--- src/sv/thai_mark_reorder_macros.svh ---
// Assertion macros shared by the mark reorder RTL.
// Expects clk_i and rst_ni in the scope of every use.
`ifndef THAI_MARK_REORDER_MACROS_SVH
`define THAI_MARK_REORDER_MACROS_SVH

// Check a property on every rising clock edge outside reset.
`define TMR_ASSERT(lbl, prop, msg) \
  lbl: assert property (@(posedge clk_i) disable iff (!rst_ni) prop) \
    else $error(msg);

// Check that a condition holds in the cycle after a trigger.
`define TMR_ASSERT_NEXT(lbl, ante, cons, msg) \
  `TMR_ASSERT(lbl, (ante) |=> (cons), msg)

`endif

--- src/sv/tmr_pkg.sv ---
// Types, constants and the level lookup for the Thai mark reorder block.
// No dependencies; used by every module of the block.
`default_nettype none

package tmr_pkg;

  typedef enum logic [1:0] {
    LvBase  = 2'd0,
    LvBelow = 2'd1,
    LvAbove = 2'd2,
    LvTop   = 2'd3
  } tmr_level_e;

  localparam logic [7:0] MarkStart = 8'hD0;
  localparam int unsigned LevelEntries = 48;

  localparam tmr_level_e LevelTable [LevelEntries] = '{
    LvBase,  LvAbove, LvBase,  LvBase,  LvAbove, LvAbove, LvAbove, LvAbove,
    LvBelow, LvBelow, LvBelow, LvBase,  LvBase,  LvBase,  LvBase,  LvBase,
    LvBase,  LvBase,  LvBase,  LvBase,  LvBase,  LvBase,  LvBase,  LvAbove,
    LvTop,   LvTop,   LvTop,   LvTop,   LvTop,   LvAbove, LvTop,   LvBase,
    LvBase,  LvBase,  LvBase,  LvBase,  LvBase,  LvBase,  LvBase,  LvBase,
    LvBase,  LvBase,  LvBase,  LvBase,  LvBelow, LvBelow, LvBase,  LvBase
  };

  // Slot positions in a job's output mask, in emission order.
  localparam int unsigned SlotBase  = 0;
  localparam int unsigned SlotBelow = 1;
  localparam int unsigned SlotAbove = 2;
  localparam int unsigned SlotTop   = 3;
  localparam int unsigned SlotTerm  = 4;
  localparam int unsigned NumSlots  = 5;

  typedef logic [NumSlots-1:0] tmr_mask_t;

  typedef struct packed {
    logic [7:0] base;
    logic [7:0] below;
    logic [7:0] above;
    logic [7:0] top;
    tmr_mask_t  mask;
  } tmr_job_t;

  function automatic tmr_level_e level_of(input logic [7:0] b);
    logic [7:0] off;
    off = b - MarkStart;
    if (b > MarkStart) begin
      return LevelTable[off[5:0]];
    end
    return LvBase;
  endfunction

endpackage

`default_nettype wire

--- src/sv/tmr_front.sv ---
// Front end: classifies each byte and keeps the open cluster.
// Hands a finished cluster to the job queue. Depends on tmr_pkg.
`default_nettype none
`include "thai_mark_reorder_macros.svh"

module tmr_front (
  input  wire logic            clk_i,
  input  wire logic            rst_ni,
  input  wire logic            in_valid_i,
  input  wire logic [7:0]      in_byte_i,
  output logic                 job_valid_o,
  output tmr_pkg::tmr_job_t    job_o
);

  logic [7:0] base_q, base_d;
  logic [7:0] below_q, below_d;
  logic [7:0] above_q, above_d;
  logic [7:0] top_q, top_d;
  tmr_pkg::tmr_level_e lev;
  logic has_base;
  logic is_end;

  assign has_base = (base_q != 8'h00);
  assign is_end   = (in_byte_i == 8'h00);
  assign lev      = tmr_pkg::level_of(in_byte_i);

  always_comb begin
    job_o.base  = base_q;
    job_o.below = below_q;
    job_o.above = above_q;
    job_o.top   = top_q;
    job_o.mask  = '0;
    job_o.mask[tmr_pkg::SlotBase]  = has_base;
    job_o.mask[tmr_pkg::SlotBelow] = has_base && (below_q != 8'h00);
    job_o.mask[tmr_pkg::SlotAbove] = has_base && (above_q != 8'h00);
    job_o.mask[tmr_pkg::SlotTop]   = has_base && (top_q != 8'h00);
    job_o.mask[tmr_pkg::SlotTerm]  = is_end;
  end

  always_comb begin
    base_d      = base_q;
    below_d     = below_q;
    above_d     = above_q;
    top_d       = top_q;
    job_valid_o = 1'b0;
    if (in_valid_i) begin
      if (is_end) begin
        job_valid_o = 1'b1;
        base_d      = 8'h00;
        below_d     = 8'h00;
        above_d     = 8'h00;
        top_d       = 8'h00;
      end else begin
        unique case (lev)
          tmr_pkg::LvBase: begin
            job_valid_o = has_base;
            base_d      = in_byte_i;
            below_d     = 8'h00;
            above_d     = 8'h00;
            top_d       = 8'h00;
          end
          tmr_pkg::LvBelow: begin
            if (has_base) below_d = in_byte_i;
          end
          tmr_pkg::LvAbove: begin
            if (has_base) above_d = in_byte_i;
          end
          tmr_pkg::LvTop: begin
            if (has_base) top_d = in_byte_i;
          end
          default: begin
            base_d = base_q;
          end
        endcase
      end
    end
  end

  always_ff @(posedge clk_i or negedge rst_ni) begin
    if (!rst_ni) begin
      base_q  <= 8'h00;
      below_q <= 8'h00;
      above_q <= 8'h00;
      top_q   <= 8'h00;
    end else begin
      base_q  <= base_d;
      below_q <= below_d;
      above_q <= above_d;
      top_q   <= top_d;
    end
  end

  `TMR_ASSERT(a_marks_need_base,
    ((below_q != 8'h00) || (above_q != 8'h00) || (top_q != 8'h00)) |-> (base_q != 8'h00),
    "mark held without a base")

endmodule

`default_nettype wire

--- src/sv/tmr_job_fifo.sv ---
// Short job queue between the front end and the output sequencer.
// Register based, one read port. Depends on tmr_pkg.
`default_nettype none
`include "thai_mark_reorder_macros.svh"

module tmr_job_fifo #(
  parameter int unsigned Depth = 4
) (
  input  wire logic              clk_i,
  input  wire logic              rst_ni,
  input  wire logic              push_i,
  input  tmr_pkg::tmr_job_t      wdata_i,
  output logic                   full_o,
  input  wire logic              pop_i,
  output logic                   empty_o,
  output tmr_pkg::tmr_job_t      rdata_o
);

  localparam int unsigned PtrW = (Depth > 1) ? $clog2(Depth) : 1;
  localparam int unsigned CntW = $clog2(Depth + 1);
  localparam logic [PtrW-1:0] LastPtr = PtrW'(Depth - 1);

  tmr_pkg::tmr_job_t mem_q [Depth];
  logic [PtrW-1:0] wr_ptr_q, wr_ptr_d;
  logic [PtrW-1:0] rd_ptr_q, rd_ptr_d;
  logic [CntW-1:0] count_q, count_d;
  logic do_push, do_pop;

  assign full_o  = (count_q == CntW'(Depth));
  assign empty_o = (count_q == '0);
  assign rdata_o = mem_q[rd_ptr_q];
  assign do_push = push_i && !full_o;
  assign do_pop  = pop_i && !empty_o;

  always_comb begin
    wr_ptr_d = wr_ptr_q;
    rd_ptr_d = rd_ptr_q;
    count_d  = count_q;
    if (do_push) wr_ptr_d = (wr_ptr_q == LastPtr) ? '0 : wr_ptr_q + 1'b1;
    if (do_pop)  rd_ptr_d = (rd_ptr_q == LastPtr) ? '0 : rd_ptr_q + 1'b1;
    if (do_push && !do_pop) count_d = count_q + 1'b1;
    if (do_pop && !do_push) count_d = count_q - 1'b1;
  end

  always_ff @(posedge clk_i or negedge rst_ni) begin
    if (!rst_ni) begin
      wr_ptr_q <= '0;
      rd_ptr_q <= '0;
      count_q  <= '0;
    end else begin
      wr_ptr_q <= wr_ptr_d;
      rd_ptr_q <= rd_ptr_d;
      count_q  <= count_d;
    end
  end

  always_ff @(posedge clk_i) begin
    if (do_push) mem_q[wr_ptr_q] <= wdata_i;
  end

  `TMR_ASSERT(a_count_bound, count_q <= CntW'(Depth), "job count beyond depth")

endmodule

`default_nettype wire

--- src/sv/tmr_back.sv ---
// Output sequencer: walks a job's mask into the output register one beat per
// cycle while that register is empty or being popped. Depends on tmr_pkg.
`default_nettype none
`include "thai_mark_reorder_macros.svh"

module tmr_back (
  input  wire logic              clk_i,
  input  wire logic              rst_ni,
  input  wire logic              job_empty_i,
  input  tmr_pkg::tmr_job_t      job_i,
  output logic                   job_pop_o,
  output logic                   empty_o,
  input  wire logic              pop_i,
  output logic [7:0]             out_byte_o,
  output logic                   run_last_o
);

  tmr_pkg::tmr_job_t cur_q, cur_d;
  tmr_pkg::tmr_mask_t rem_q, rem_d;
  tmr_pkg::tmr_mask_t sel;
  tmr_pkg::tmr_mask_t rem_next;
  logic [7:0] sel_byte;
  logic out_valid_q, out_valid_d;
  logic [7:0] out_byte_q, out_byte_d;
  logic run_last_q, run_last_d;
  logic adv, emit, done;

  always_comb begin
    sel      = '0;
    sel_byte = 8'h00;
    if (rem_q[tmr_pkg::SlotBase]) begin
      sel[tmr_pkg::SlotBase] = 1'b1;
      sel_byte = cur_q.base;
    end else if (rem_q[tmr_pkg::SlotBelow]) begin
      sel[tmr_pkg::SlotBelow] = 1'b1;
      sel_byte = cur_q.below;
    end else if (rem_q[tmr_pkg::SlotAbove]) begin
      sel[tmr_pkg::SlotAbove] = 1'b1;
      sel_byte = cur_q.above;
    end else if (rem_q[tmr_pkg::SlotTop]) begin
      sel[tmr_pkg::SlotTop] = 1'b1;
      sel_byte = cur_q.top;
    end else if (rem_q[tmr_pkg::SlotTerm]) begin
      sel[tmr_pkg::SlotTerm] = 1'b1;
      sel_byte = 8'h00;
    end
  end

  assign rem_next  = rem_q & ~sel;
  assign adv       = !out_valid_q || pop_i;
  assign emit      = adv && (rem_q != '0);
  assign done      = (rem_q == '0) || (emit && (rem_next == '0));
  assign job_pop_o = done && !job_empty_i;

  always_comb begin
    cur_d       = cur_q;
    rem_d       = rem_q;
    out_valid_d = out_valid_q;
    out_byte_d  = out_byte_q;
    run_last_d  = run_last_q;
    if (emit) begin
      rem_d       = rem_next;
      out_valid_d = 1'b1;
      out_byte_d  = sel_byte;
      run_last_d  = (rem_next == '0);
    end else if (pop_i) begin
      out_valid_d = 1'b0;
    end
    if (job_pop_o) begin
      cur_d = job_i;
      rem_d = job_i.mask;
    end
  end

  always_ff @(posedge clk_i or negedge rst_ni) begin
    if (!rst_ni) begin
      rem_q       <= '0;
      out_valid_q <= 1'b0;
    end else begin
      rem_q       <= rem_d;
      out_valid_q <= out_valid_d;
    end
  end

  always_ff @(posedge clk_i) begin
    cur_q      <= cur_d;
    out_byte_q <= out_byte_d;
    run_last_q <= run_last_d;
  end

  assign empty_o    = !out_valid_q;
  assign out_byte_o = out_byte_q;
  assign run_last_o = run_last_q;

  `TMR_ASSERT_NEXT(a_job_has_work, job_pop_o, rem_q != '0, "loaded job without beats")
  `TMR_ASSERT(a_term_is_last, (out_valid_q && (out_byte_q == 8'h00)) |-> run_last_q,
    "terminator beat not marked last")

endmodule

`default_nettype wire

--- src/sv/thai_mark_reorder.sv ---
// Thai mark reorder, top level. An input byte is taken in any cycle in which
// the job queue has room (push with full low), so bytes enter at one per cycle.
// A base byte or a word end closes the held cluster into a job of up to five
// beats (base, below, above, top, terminator). The output sequencer issues one
// beat per cycle while its output register is empty or popped, and so sets the
// sustained rate. JobDepth clusters can wait between the two sides. A job is
// queued, loaded into the sequencer's job register, then issued beat by beat.
// Depends on tmr_pkg, tmr_front, tmr_job_fifo and tmr_back.
`default_nettype none

module thai_mark_reorder #(
  parameter int unsigned JobDepth = 4
) (
  input  wire logic       clk_i,
  input  wire logic       rst_ni,
  input  wire logic       push,
  output logic            full,
  input  wire logic [7:0] in_byte_i,
  output logic            empty,
  input  wire logic       pop,
  output logic [7:0]      out_byte_o,
  output logic            run_last_o
);

  tmr_pkg::tmr_job_t front_job;
  tmr_pkg::tmr_job_t queue_job;
  logic front_job_valid;
  logic queue_empty;
  logic queue_pop;
  logic accept;

  assign accept = push && !full;

  tmr_front u_front (
    .clk_i       (clk_i),
    .rst_ni      (rst_ni),
    .in_valid_i  (accept),
    .in_byte_i   (in_byte_i),
    .job_valid_o (front_job_valid),
    .job_o       (front_job)
  );

  tmr_job_fifo #(
    .Depth (JobDepth)
  ) u_job_fifo (
    .clk_i   (clk_i),
    .rst_ni  (rst_ni),
    .push_i  (front_job_valid),
    .wdata_i (front_job),
    .full_o  (full),
    .pop_i   (queue_pop),
    .empty_o (queue_empty),
    .rdata_o (queue_job)
  );

  tmr_back u_back (
    .clk_i       (clk_i),
    .rst_ni      (rst_ni),
    .job_empty_i (queue_empty),
    .job_i       (queue_job),
    .job_pop_o   (queue_pop),
    .empty_o     (empty),
    .pop_i       (pop),
    .out_byte_o  (out_byte_o),
    .run_last_o  (run_last_o)
  );

endmodule

`default_nettype wire

--- config.mk ---
export PLATFORM = sky130hd
export DESIGN_NAME = thai_mark_reorder
export DESIGN_NICKNAME = d
export VERILOG_FILES = /design/src/sv/tmr_pkg.sv /design/src/sv/tmr_front.sv /design/src/sv/tmr_job_fifo.sv /design/src/sv/tmr_back.sv /design/src/sv/thai_mark_reorder.sv
export VERILOG_INCLUDE_DIRS = /design/src /design/src/sv
export SDC_FILE = /design/constraint.sdc
export NUM_CORES = 1
export LEC_CHECK = 0
export BUFFER_PORTS_ARGS = -buffer_cell sky130_fd_sc_hd__buf_2
export CELL_PAD_IN_SITES_DETAIL_PLACEMENT = 1
export CELL_PAD_IN_SITES_GLOBAL_PLACEMENT = 1
export CORE_ASPECT_RATIO = 0.5
export CORE_MARGIN = 2
export CORE_UTILIZATION = 45
export DETAILED_ROUTE_END_ITERATION = 10
export PLACE_DENSITY = 0.66
export REMOVE_ABC_BUFFERS = 1
export SKIP_CTS_REPAIR_TIMING = 1
export SLEW_MARGIN = 20
export SYNTH_ARGS = -nofsm -noshare
export SYNTH_HDL_FRONTEND = slang
export SYNTH_HIERARCHICAL = 1
export SYNTH_SLANG_ARGS = --single-unit
--- constraint.sdc ---
create_clock -name clk_i -period 10.7 [get_ports clk_i]
set_input_delay 0.535 -clock clk_i [delete_from_list [all_inputs] [get_ports clk_i]]
set_output_delay 0.535 -clock clk_i [all_outputs]
set_load 0.1 [all_outputs]
==> metrics.txt, run 1 <==
routed vias/inst 5.72; nature of the critical path startpoint register; non-filler instance count after layout 822; layout cell share with drive strength beyond 1 0.223; routed len/inst 24.8 um; Main synth FF type edfxtp_1; Die X 207 um; first-pass GRT wire length 31.3 mm; post-route setup slack 7.02 ns; DRC viols 0; Slew Viols, Final 0; CP arrival 4.10 ns; leakage power 0.00361 uW; Achievable Freq 272 MHz; row cnt 37; Fillers 1888; Starting Density 0.455; full die area 21800 sq um; syn_area_per_cell 18.2 sq um; Pwr Density 304 nW/um^2; drt total wl 20.4 mm; area delta synth->final 11.9%; async set-reset flop share out of synthesis 0.192; commonest cells after routing, fill and taps aside edfxtp_1 (189), dfrtp_1 (43), mux4_2 (37); Cell variety after synth 55; Max Root-Sink Buffers 3; final setup violation count 0; Worst Setup End Kind register; Least-Margin Pin Slew 1.05 ns; clk slew on worst S/H paths 0.07 ns; detailed placement HPWL 13.3 mm; synthesized flop and latch total 234; die height 105 um; PortBufs 22; WP data required 11.12 ns; Placer Congestion 0.773; clock root cell clkbuf_16; outcome finished, final reports clean; Vias 4702; pre-CTS setup slack 6.86 ns; worst vdd ir 0.146 mV; class of the most critical hold timing path in -> async; Routed Antenna Nets 0; commonest non-fill, non-tap cell in the layout edfxtp_1; RSZ-0062 raised after global routing false; Mapped Area 9270 sq um; TritonCTS Buffers 22; placed insts 781; max_cap viols 0; grt ovf 0; H-tree depth 1; post-synth top area share 0.612; initial DRC count 313; drt pass-1 iters 5; Post-synth EDFFs 189; Setup Skew 0.0127 ns; Area contributors post-synth edfxtp_1 (61%), dfrtp_1 (12%), mux4_2 (9.0%), ha_1 (1.2%), a22o_1 (1.0%); critical path type reg -> reg; Final Hold Violating Endpoints 0; NumNets Final 554; Slew HR 0.297; CTS tree done; GRT Overall Usage 0.197; Yosys warnings 6; largest area contributor in the netlist edfxtp_1; hold_ws 0.119 ns; I/O pin count 23; Worst-Skew Late Latency 0.50 ns; pin count of the biggest net entering global routing 46; Critical Path Fanout Max 33; number of global-route vias before repair 4959; antenna violations before repair 1; Final period util 0.344; r2r setup slk 7.02 ns; minimum clock period 3.68 ns; total power 3150 uW; sequential fraction of the synthesis area 0.734; Sink Count 234; total negative setup slack 0 ns; instance count of the mapped netlist 510; Core Region 20400 sq um
-- state kept, by name, indices dropped and copies added, names as in the netlist --
register             flops
u_job_fifo/mem_q       148
u_front/below_q          8
u_back/out_valid_q       1
u_front/above_q          8
u_back/out_byte_o        8
u_back/cur_q            32
u_job_fifo/wr_ptr_q      2
u_front/top_q            8
u_job_fifo/count_q       3
u_front/base_q           8
u_back/rem_q             5
u_job_fifo/rd_ptr_q      2
u_back/run_last_o        1
-- power by group --
part,internal (uW),switching (uW),total [uW]
logic,304,576,880
registers,1320,142,1460
clock network,479,329,808
total,2100,1050,3150
-- cell usage after synthesis, drive strengths merged, types with 3 or more instances --
library cell and number:
nand2b 7, buf 20, nor3 4, and2 5, nor2 13, a221oi 8
a21oi 12, o31ai 11, a22o 11, clkbuf 9, ha 9, dfrtp 45
nor2b 13, nor4 11, nand2 16, mux2 12, nand3 7, and3 4
inv 14, mux4 37, nand3b 3, o21a 5, o211ai 6, o21ai 10
or3 4, edfxtp 189
-- path summary, 6_finish.rpt --
check	end	depth (start not counted)	from
min in group clk_i	u_front/above_q[5]	2	in_byte_i[5]
worst max register to register	u_job_fifo/count_q[2]	12	u_back/rem_q[0]
max in group asynchronous	u_job_fifo/rd_ptr_q[0]	2	rst_ni
worst min-delay path	u_back/out_valid_q	2	rst_ni
worst max-delay path	u_job_fifo/count_q[2]	12	u_back/rem_q[0]
worst min register to register	u_job_fifo/count_q[2]	1	u_job_fifo/count_q[2]
-- cell families (layout without fill, tap and decap cells) --
family                   Yosys count  in the layout  synth area share
AO/OA/AOI/OAI                     78             78            0.0639
buffers and inverters             43             81            0.0220
XOR/XNOR                           3              3           0.00284
flip-flops                       234            234             0.734
AND/OR/NAND/NOR                   93             93            0.0579
adder cells (fa/ha/maj)           10             10            0.0143
other                              0              1                 0
multiplexers                      49             49             0.105
-- per-layer routing --
layer	track usage	wire length, um	up-vias
met5	0	0	-
met4	0.0400	277	0
met3	0.0294	1300	20
met2	0.278	8710	114
met1	0.324	10100	2489
li1	-	-	2079
-- worst max-delay path, stage by stage (launching register included) --
cell and delay, ns:
dfrtp_1 0.67, nor4_1 0.58, o221ai_1 0.36, a21oi_4 0.23
buf_4 0.43, nand2b_1 0.20, inv_1 0.09, ha_1 0.18
inv_1 0.06, fa_1 0.37, xor2_1 0.15, nor2_1 0.11
xor2_1 0.15
-- final cells by class --
cell class / instances / area [sq um] / share of cell area
Clock inverter: 8 / 92.6 / 0.00892
Inverter: 14 / 52.6 / 0.00506
Clock buffer: 32 / 661 / 0.0637
Tap cell: 273 / 342 / 0.0329
Antenna cell: 1 / 2.50 / 0.000241
Sequential cell: 234 / 6800 / 0.656
Multi-Input combinational cell: 233 / 2270 / 0.219
Timing Repair Buffer: 27 / 148 / 0.0142
-- through the flow --
stage	utilization	area [sq um]
6_report	0.509	10400
5_1_grt	0.509	10400
4_1_cts	0.509	10400
3_5_place_dp	0.472	9620
3_3_place_gp	0.472	9620
2_1_floorplan	-	9120
Note: power is estimated with default switching activity, not from simulation.
==> run 2, diff against run 1 <==
--- a/config.mk
+++ b/config.mk
@@ -6,6 +6,7 @@
 export SDC_FILE = /design/constraint.sdc
 export NUM_CORES = 1
 export LEC_CHECK = 0
+export ABC_AREA = 1
 export BUFFER_PORTS_ARGS = -buffer_cell sky130_fd_sc_hd__buf_2
 export CELL_PAD_IN_SITES_DETAIL_PLACEMENT = 1
 export CELL_PAD_IN_SITES_GLOBAL_PLACEMENT = 1
@@ -13,7 +14,7 @@
 export CORE_MARGIN = 2
 export CORE_UTILIZATION = 45
 export DETAILED_ROUTE_END_ITERATION = 10
-export PLACE_DENSITY = 0.66
+export PLACE_DENSITY = 0.69
 export REMOVE_ABC_BUFFERS = 1
 export SKIP_CTS_REPAIR_TIMING = 1
 export SLEW_MARGIN = 20
==> constraint.sdc (replaced) <==
create_clock -name clk_i -period 3.8 [get_ports clk_i]
set_input_delay 0.19 -clock clk_i [delete_from_list [all_inputs] [get_ports clk_i]]
set_output_delay 0.19 -clock clk_i [all_outputs]
set_load 0.1 [all_outputs]
==> run 2 against run 1 <==
Non-clock buffer count rose by 7. Setup slack got worse by 6.4 ns. Die area is 7.5% higher. Global-route usage is 1.7 points higher. Synthesized area is 7.7% higher. Final cell count grew 44%. Via count is 34% higher. Utilization fell by 0.12 points. Sequential power rose to 2.8 times the previous value. Clock power rose to 2.6 times the previous value. First-iteration DRC count grew 52%. Largest cell class unchanged. Highest routed layer unchanged.
==> metrics.txt, run 2 <==
Max Root-Sink Buffers 3; Core Region 21700 sq um; max_cap viols 0; Placer Congestion 0.815; Slew HR 0.374; initial DRC count 475; crit path cell chain dlygate4sd3_1 -> buf_2 -> inv_1 -> ha_1 -> inv_1 -> a21oi_2 -> nand4_4 -> nand3_4 -> nor2_1 -> nand2_1 -> ha_1 -> inv_1 -> fa_1 -> nand2_1 -> nand3_1 -> nand2_1 -> nand2_1; largest family of logic cells by synthesized area simple AND/OR/NAND/NOR gates; class of the most critical hold timing path in -> reg; Cell variety after synth 34; outcome finished, final reports clean; Clock Power Share 0.230; first-pass GRT wire length 37.9 mm; max FFs per register 148; mux cell area share after synthesis 0; Final Hold Violating Endpoints 0; layout cell share with drive strength beyond 1 0.122; RR Endpoint u_job_fifo/mem_q[3][1]; Crit path top cell by count nand2_1; Starting Density 0.459; Die X 215 um; non-filler instance count after layout 1186; Yosys warnings 6; Final Util 0.508; Compound-Gate Fraction of Synth Area 0.0795; clk slew on worst S/H paths 0.07 ns; Fillers 2282; Combinational Power Share 0.322; Worst-Skew Late Latency 0.50 ns; Main synth FF type edfxtp_1; ANT cells 0; sequential fraction of the synthesis area 0.681; most common cell in the synthesized netlist nand2_1; Worst Setup End Kind register; Post-Synth Adder-Cell Area 0.0133; Vias 6313; commonest non-fill, non-tap cell in the layout nand2_1; CP peak stage delay 0.52 ns; syn_area_per_cell 11.8 sq um; antenna violations before repair 2; critical path type in -> reg; XOR/XNOR share of the synthesized area 0.000877; net switching power 3570 uW; Post-synth EDFFs 189; Routed Antenna Nets 0; Least-Margin Pin Slew 0.938 ns; largest registers u_job_fifo/mem_q x148, u_back/cur_q x32; Area contributors post-synth edfxtp_1 (57%), dfrtp_1 (11%), nand2_1 (8.5%), o211ai_1 (5.0%), inv_1 (4.2%); total power 9260 uW; minimum clock period 3.21 ns; hold_ws 0.00191 ns; routed vias/inst 5.32; H-tree depth 1; leakage power 0.00454 uW; R2R cell count 9; synthesized flop and latch total 234; Commonest cells post-synth nand2_1 (225), edfxtp_1 (189), inv_1 (111), o211ai_1 (67), dfrtp_1 (45); placed insts 1145; post-synth top area share 0.568; Slew Viols, Final 0; instance count of the mapped netlist 848; worst vdd ir 0.438 mV; pin count of the biggest net entering global routing 99; internal power 5690 uW; worst setup path start in_byte_i[5]; Setup crit end u_job_fifo/count_q[2]; TritonCTS Buffers 21; Finished Cell Area 11000 sq um; CP arrival 3.61 ns; routed len/inst 20.4 um; Setup Skew 0.00609 ns; Slowest-stage cell, CP dlygate4sd3_1; Sw Ratio 0.385; Sink Count 234; r2r setup slk 0.80 ns; full die area 23500 sq um; drt pass-1 iters 5; simple-gate share of the synthesized area 0.152; GRT Overall Usage 0.214; row cnt 38; DRC viols 0; Critical Path Fanout Max 25; Pwr Density 838 nW/um^2; number of global-route vias before repair 6471; Sequential Power Share 0.447; WP data required 4.19 ns; DP Area 10300 sq um; I/O pin count 23; PortBufs 22; Final period util 0.846; NumNets Final 893; die height 109 um; Achievable Freq 311 MHz; clock root cell clkbuf_16; final setup violation count 0; RSZ-0062 raised after global routing false; commonest cells after routing, fill and taps aside nand2_1 (225), edfxtp_1 (189), inv_1 (111); area delta synth->final 10.6%; Worst R2R Start u_job_fifo/count_q[1]; drt total wl 24.2 mm; grt ovf 0; nature of the critical path startpoint input port; largest area contributor in the netlist edfxtp_1; most flop-heavy register u_job_fifo/mem_q; async set-reset flop share out of synthesis 0.192; CTS tree done; Mapped Area 9980 sq um; detailed placement HPWL 16.2 mm
## run 2: worst min path at each step
stage / startpoint / endpoint / slack [ns] / cells after the start
global route: in_byte_i[6] / u_front/base_q[6] / 0.003 / 3
detailed placement: rst_ni / u_job_fifo/wr_ptr_q[1] / 0.35 / 2
finish: in_byte_i[6] / u_front/base_q[6] / 0.002 / 3
floorplan: rst_ni / u_back/out_valid_q / -0.11 / 0
global placement: rst_ni / u_job_fifo/wr_ptr_q[0] / 0.34 / 2
CTS: rst_ni / u_job_fifo/wr_ptr_q[1] / -0.18 / 2
## run 2: metal layers
| metal | wire length, um | global-route usage |
|---|---|---|
| met3 | 1360 | 0.0398 |
| met5 | 0 | 0 |
| met2 | 10300 | 0.322 |
| met1 | 12200 | 0.326 |
| met4 | 312 | 0.0392 |
## run 2: power by group through the flow
stage | sequential, uW | clock, uW | combinational, uW
final | 4140 | 2130 | 2980
after global routing | 4220 | 2270 | 3290
after CTS | 4140 | 2180 | 2990
after global placement | 4150 | 0 | 2890
after floorplan | 4560 | 0 | 1500
after detailed placement | 4200 | 0 | 2970
## run 2: cell families (layout without fill, tap and decap cells)
group / after synthesis / after routing
adder cells (fa/ha/maj): 10 / 10
buffers and inverters: 152 / 190
AND/OR/NAND/NOR: 338 / 338
flip-flops: 234 / 234
AO/OA/AOI/OAI: 113 / 113
XOR/XNOR: 1 / 1
## run 2: critical path, delay by kind of cell
family	cells	cell delay [ns]
AO/OA/AOI/OAI	1	0.20
buffers and inverters	5	0.92
AND/OR/NAND/NOR	8	1.29
adder cells (fa/ha/maj)	3	0.99
## run 2: final cells by class
| class | count | area [sq um] | area share |
|---|---|---|---|
| clock buffer | 27 | 548 | 0.0496 |
| clock inverter | 11 | 130 | 0.0118 |
| inverter | 118 | 443 | 0.0401 |
| multi-input combinational | 462 | 2500 | 0.226 |
| sequential | 234 | 6810 | 0.616 |
| tap | 300 | 375 | 0.0340 |
| timing repair buffer | 34 | 245 | 0.0222 |
## run 2: through the flow
stage | setup WS [ns] | setup TNS (ns)
2_1_floorplan | -0.554 | -13.48
3_3_place_gp | 0.711 | 0
3_5_place_dp | 0.593 | 0
4_1_cts | 0.750 | 0
5_1_grt | 0.337 | 0
6_report | 0.587 | 0
